[src/hw/rtl/srot_pkg.sv]
// Shared types, constants and tables for the segment rotation pipeline.
`default_nettype none

package srot_pkg;

  localparam int COORD_BITS    = 32;
  localparam int CORDIC_STAGES = 16;
  localparam int TAG_BITS      = 8;
  localparam int ANGLE_BITS    = 16;
  localparam int GUARD_BITS    = 8;
  localparam int IDX_BITS      = 4;

  // offset width, datapath width (guard bits plus CORDIC growth), angle width
  localparam int DW = COORD_BITS + 1;
  localparam int CW = COORD_BITS + GUARD_BITS + 4;
  localparam int ZW = 34;

  // gain multiply split into two partial products
  localparam int KB  = 20;
  localparam int LOW = CW / 2;
  localparam int HW  = CW - LOW;
  localparam int PLW = LOW + KB;
  localparam int PHW = HW + KB + 1;
  localparam int PW  = CW + KB + 1;
  localparam int QW  = PW - KB;
  localparam int SW  = QW + 1;

  localparam logic [KB-1:0]          GAIN_Q20   = KB'(636751);
  localparam logic signed [17:0]     RAD_TO_BAM = 18'sd83443;
  localparam logic signed [ZW-1:0]   Z_QUARTER  = ZW'(64'd1 << 30);
  localparam logic signed [ZW-1:0]   Z_HALF     = ZW'(64'd1 << 31);
  localparam logic signed [QW-1:0]   ROUND_HALF = QW'(64'd1 << (GUARD_BITS - 1));
  localparam logic signed [COORD_BITS-1:0] SAT_HI = {1'b0, {(COORD_BITS-1){1'b1}}};
  localparam logic signed [COORD_BITS-1:0] SAT_LO = {1'b1, {(COORD_BITS-1){1'b0}}};

  localparam logic [IDX_BITS-1:0] REG_ANGLE     = IDX_BITS'(0);
  localparam logic [IDX_BITS-1:0] REG_ANCHOR_X  = IDX_BITS'(1);
  localparam logic [IDX_BITS-1:0] REG_ANCHOR_Y  = IDX_BITS'(2);
  localparam logic [IDX_BITS-1:0] REG_DIRECTION = IDX_BITS'(3);

  typedef logic signed [COORD_BITS-1:0] coord_t;
  typedef logic signed [CW-1:0]         cw_t;
  typedef logic signed [ZW-1:0]         z_t;

  typedef struct packed {
    logic                valid;
    logic [TAG_BITS-1:0] tag;
    logic                last;
  } ctl_t;

  typedef struct packed {
    cw_t x;
    cw_t y;
  } vec_t;

  typedef struct packed {
    vec_t p0;
    vec_t p1;
  } seg_t;

  typedef struct packed {
    coord_t sx;
    coord_t sy;
    coord_t ex;
    coord_t ey;
  } res_t;

  // atan(2^-i) in binary angle units, full turn = 2^32
  function automatic z_t atan_bam(input int i);
    z_t a;
    case (i)
      0:  a = ZW'(536870912);
      1:  a = ZW'(316933406);
      2:  a = ZW'(167458907);
      3:  a = ZW'(85004756);
      4:  a = ZW'(42667331);
      5:  a = ZW'(21354465);
      6:  a = ZW'(10679838);
      7:  a = ZW'(5340245);
      8:  a = ZW'(2670163);
      9:  a = ZW'(1335087);
      10: a = ZW'(667544);
      11: a = ZW'(333772);
      12: a = ZW'(166886);
      13: a = ZW'(83443);
      14: a = ZW'(41721);
      15: a = ZW'(20860);
      16: a = ZW'(10430);
      17: a = ZW'(5215);
      18: a = ZW'(2607);
      19: a = ZW'(1303);
      20: a = ZW'(651);
      21: a = ZW'(325);
      22: a = ZW'(162);
      23: a = ZW'(81);
      default: a = '0;
    endcase
    return a;
  endfunction

  function automatic vec_t cordic_step(input vec_t v, input logic pos, input int sh);
    cw_t  sx;
    cw_t  sy;
    vec_t r;
    sx = $signed(v.x) >>> sh;
    sy = $signed(v.y) >>> sh;
    if (pos) begin
      r.x = $signed(v.x) - sy;
      r.y = $signed(v.y) + sx;
    end else begin
      r.x = $signed(v.x) + sy;
      r.y = $signed(v.y) - sx;
    end
    return r;
  endfunction

endpackage

`default_nettype wire

[src/hw/rtl/srot_prep.sv]
// Front end: anchor offsets, angle conversion and quadrant pre-rotation.
`default_nettype none

module srot_prep
  import srot_pkg::*;
(
  input  wire logic                  clk,
  input  wire logic                  rst,
  input  wire ctl_t                  in_ctl,
  input  wire coord_t                start_x,
  input  wire coord_t                start_y,
  input  wire coord_t                end_x,
  input  wire coord_t                end_y,
  input  wire logic [ANGLE_BITS-1:0] angle,
  input  wire logic                  direction,
  input  wire coord_t                anchor_x,
  input  wire coord_t                anchor_y,
  output ctl_t                       out_ctl,
  output z_t                         out_z,
  output seg_t                       out_seg
);

  logic signed [ANGLE_BITS:0] t;
  z_t                         z_mul;
  logic signed [DW-1:0]       d_next [4];

  ctl_t                 ctl_a;
  z_t                   z_a;
  logic signed [DW-1:0] d_a [4];

  logic                 flip;
  z_t                   z_red;
  cw_t                  v [4];

  ctl_t                 ctl_b;
  z_t                   z_b;
  seg_t                 seg_b;

  // stage A: angle to binary units, offsets from anchor
  always_comb begin
    t = direction ? -$signed({angle[ANGLE_BITS-1], angle})
                  :  $signed({angle[ANGLE_BITS-1], angle});
    z_mul = ZW'(t) * ZW'(RAD_TO_BAM);
    d_next[0] = DW'(start_x) - DW'(anchor_x);
    d_next[1] = DW'(start_y) - DW'(anchor_y);
    d_next[2] = DW'(end_x) - DW'(anchor_x);
    d_next[3] = DW'(end_y) - DW'(anchor_y);
  end

  always_ff @(posedge clk) begin
    if (rst) begin
      ctl_a <= '0;
    end else begin
      ctl_a <= in_ctl;
    end
  end

  always_ff @(posedge clk) begin
    z_a <= z_mul;
    for (int k = 0; k < 4; k++) begin
      d_a[k] <= d_next[k];
    end
  end

  // stage B: fold angle into +-quarter turn, scale by guard bits
  always_comb begin
    flip  = 1'b0;
    z_red = z_a;
    if (z_a > Z_QUARTER) begin
      flip  = 1'b1;
      z_red = z_a - Z_HALF;
    end else if (z_a < -Z_QUARTER) begin
      flip  = 1'b1;
      z_red = z_a + Z_HALF;
    end
    for (int k = 0; k < 4; k++) begin
      v[k] = flip ? -CW'(d_a[k]) : CW'(d_a[k]);
      v[k] = v[k] <<< GUARD_BITS;
    end
  end

  always_ff @(posedge clk) begin
    if (rst) begin
      ctl_b <= '0;
    end else begin
      ctl_b <= ctl_a;
    end
  end

  always_ff @(posedge clk) begin
    z_b      <= z_red;
    seg_b.p0 <= '{x: v[0], y: v[1]};
    seg_b.p1 <= '{x: v[2], y: v[3]};
  end

  assign out_ctl = ctl_b;
  assign out_z   = z_b;
  assign out_seg = seg_b;

endmodule

`default_nettype wire

[config.mk]
export PLATFORM = sky130hd
export DESIGN_NAME = srot_prep
export DESIGN_NICKNAME = d
export VERILOG_FILES = /design/src/hw/rtl/srot_pkg.sv /design/src/hw/rtl/srot_prep.sv
export SDC_FILE = /design/constraint.sdc
export NUM_CORES = 1
export LEC_CHECK = 0
export ABC_AREA = 1
export BUFFER_PORTS_ARGS = -buffer_cell sky130_fd_sc_hd__buf_2
export CAP_MARGIN = 0
export CORE_MARGIN = 3
export CORE_UTILIZATION = 45
export CTS_BUF_LIST = sky130_fd_sc_hd__clkbuf_16
export DETAILED_ROUTE_END_ITERATION = 10
export PLACE_DENSITY = 0.67
export SLEW_MARGIN = 0
export SYNTH_ARGS = -nofsm -noshare
export SYNTH_HDL_FRONTEND = slang
export SYNTH_SLANG_ARGS = --single-unit
export TNS_END_PERCENT = 50
[constraint.sdc]
create_clock -name clk -period 8.3 [get_ports clk]
set_input_delay 0.415 -clock clk [delete_from_list [all_inputs] [get_ports clk]]
set_output_delay 0.415 -clock clk [all_outputs]
set_load 0.05 [all_outputs]
==> run_results.csv <==
group,metric,value,unit
synthesis,synth_top_family_by_area,"simple AND/OR/NAND/NOR gates",
global_routing,grt_max_degree,70,
synthesis,synth_ff_type,"dfxtp_1",
route,vias,28441,
cts,cts_htree_levels,2,
cts,clkTransAtPathRegs,0.07,ns
synthesis,synth_xor_area_frac,0.0577,
placed_design,hpwlAfterDp,81100,um
route,drc,0,
global_routing,grt_pass1_wl,146000,um
sta,slew_headroom,0.310,
cells_and_area,fillers,6542,
synthesis,synth_edf_count,0,
synthesis,synth.area.top_cells,"dfxtp_1, nand2_1, ha_1",
global_routing,antenna_found_initial,11,
sta,setup_viol,0,
placed_design,place_inst,5746,
global_routing,grt_usage,0.275,
sta,min_period,6.41,ns
synthesis,synthMuxAreaShare,0,
critical_path,end_kind,"flip-flop",
hold_path,hold_class,"input port to flip-flop",
critical_path,crit_fanout,8,
synthesis,synth_top_area_cell,"dfxtp_1",
cts,root_buffer,"clkbuf_16",
floorplanning,io_pins,441,
floorplanning,die_h,261,um
global_routing,grt_pass1_vias,27006,
placed_design,numPortBuffers,408,
pwr,p_leak,0.0194,uW
synthesis,ys_seq_elements,364,
placed_design,pre_cts_slack,1.29,ns
synthesis,yosysMostFrequentCell,"nand2_1",
critical_path,crit_type,"input port to flip-flop",
sta,fin_crit_sh,0.773,
route,viasPerCell,4.88,
sta,tns,0,ns
sta,skew,0.0433,ns
sta,rsz0062_at_grt,"false",
cells_and_area,final_cells,5833,
critical_path,arrival,6.91,ns
pwr,power,14600,uW
synthesis,yosys_warnings,0,
cts,clock_latency,0.61,ns
route,drtAntennaViolNets,0,
floorplanning,die_w,261,um
placed_design,gp_congestion,1.01,
floorplanning,rows,92,
cts,post_cts_buffers,0,
cells_and_area,drive_gt1_frac,0.102,
sta,max_freq,0.156,GHz
synthesis,async_flop_share,0,
cts,cts-resized-gates,0,
route,wl_per_cell,16.4,um
synthesis,yosys.area_share.simple,0.348,
sta,worst_pin_slew,1.02,ns
cts,cts_max_path_buffers,3,
synthesis,synth_top_area_share,0.249,
route,routed_wl,95900,um
sta,maxSlewViolCount,0,
synthesis,syn_area_per_cell,6.45,um2
sta,finalHoldViolations,0,
critical_path,required,8.80,ns
cells_and_area,fin_nets,5549,
floorplanning,core-area,0.0637,mm2
sta,layout_setup_ws,1.89,ns
cts,postCtsHoldBufs,2,
synthesis,netlist_area,0.0293,mm2
critical_path,critPathLaunchType,"input port",
synthesis,synth_compound_area_frac,0.0334,
route,drt_pass1_iterations,6,
route,drt-initial-drc-count,1967,
pwr,p_per_area,435,mW/mm2
synthesis,synthAdderAreaFrac,0.187,
cells_and_area,areaGrowthSynthToFinish,14.8,%
synthesis,ys_top_cells_by_count,"nand2_1, inv_1, nor2_1",
synthesis,seq_area_frac_synth,0.249,
cts,cts.sinks,364,
cts,cts_buffers,43,
pwr,peakVddDrop,0.493,mV
flow_run,cap_violations,0,
outcome,status,"finished, final reports clean",
floorplanning,start_util,0.460,
synthesis,ys_types,38,
synthesis,syn_inst,4535,
global_routing,overflow,0,
floorplanning,die-area,0.0681,mm2
cts,tritoncts,"yes",
## critical path: stages
cell	delay (ns)
buf_2	0.17
inv_1	0.13
ha_1	0.26
nand2_1	0.11
nor3_1	0.33
or2_2	0.18
xor2_1	0.61
inv_1	0.19
fa_1	0.51
inv_1	0.11
fa_1	0.42
inv_1	0.09
fa_1	0.44
fa_1	0.49
inv_1	0.05
fa_1	0.52
inv_1	0.05
fa_1	0.54
inv_1	0.04
ha_1	0.34
nand2_1	0.18
inv_1	0.06
nand2_1	0.06
nand2_1	0.07
nand3b_1	0.24
nand2_1	0.10
nand2_1	0.06
xor2_1	0.13
## registers in the layout (all words and copies together), names as in the netlist
| register | count |
|---|---|
| z_a | 34 |
| ctl_a | 10 |
| out_ctl | 10 |
| d_a | 132 |
| out_seg | 144 |
| out_z | 34 |
## through the flow
stage	util	hold WS, ns	cell area (um2)
after CTS	0.527	0.0174	33600
final	0.528	0.0469	33600
after detailed placement	0.503	0.338	32000
after global placement	0.503	0.337	32000
after global routing	0.528	0.0278	33600
after floorplan	-	0.331	29400
## layout make-up
class	count	area (um2)	share of cell area
repair buffers	414	2090	0.0623
diodes	6	15.0	0.000447
well taps	846	1060	0.0315
clock inverters	36	464	0.0138
clock buffers	43	1080	0.0320
flip-flops and latches	364	7290	0.217
inverters	836	3140	0.0934
multi-input cells	3288	18500	0.550
## kinds of logic (layout without fill, tap and decap cells)
| logic type | Yosys count | after routing |
|---|---|---|
| buf+inv | 914 | 1329 |
| simple gates | 2508 | 2508 |
| xor+xnor | 192 | 192 |
| compound gates | 175 | 175 |
| flops | 364 | 364 |
| fa+ha+maj | 381 | 381 |
| other cells | 1 | 38 |
## worst paths after layout
kind	start	end	slack, ns	cells past startpoint
setup / recovery	angle[0]	z_a[21]	1.89	28
hold / removal	in_ctl[8]	ctl_a[8]	0.05	3
setup reg to reg	z_a[15]	out_seg[65]	4.93	9
hold reg to reg	z_a[8]	out_z[8]	0.35	0
## power by group
group	switching [uW]	leakage (uW)	internal (uW)
Clock	857	0.000751	1190
Combinational	6700	0.0155	3000
Sequential	394	0.00307	2460
## cell usage in the layout (no fill, tap or decap), drive strengths merged, types with 2 or more instances in the layout
cell and instances:
a21o 3, a21oi 114, buf 412, bufinv 7, clkbuf 43, clkinv 14
clkinvlp 4, conb 32, dfxtp 364, diode 6, dlygate4sd3 2, fa 95
ha 286, inv 847, nand2 1581, nand3 345, nand3b 23, nand4 18
nor2 467, nor3 51, nor4 16, o21a 9, o21ai 20, o21bai 27
or2 6, xnor2 30, xor2 162
## metal layers
layer	track usage	vias to the layer above	routed length (um)
li1	-	14586	-
met3	0.0578	184	7690
met2	0.457	949	43200
met4	0.103	8	3760
met5	0	-	47
met1	0.352	12714	41200
(Power assumes the default switching activity.)
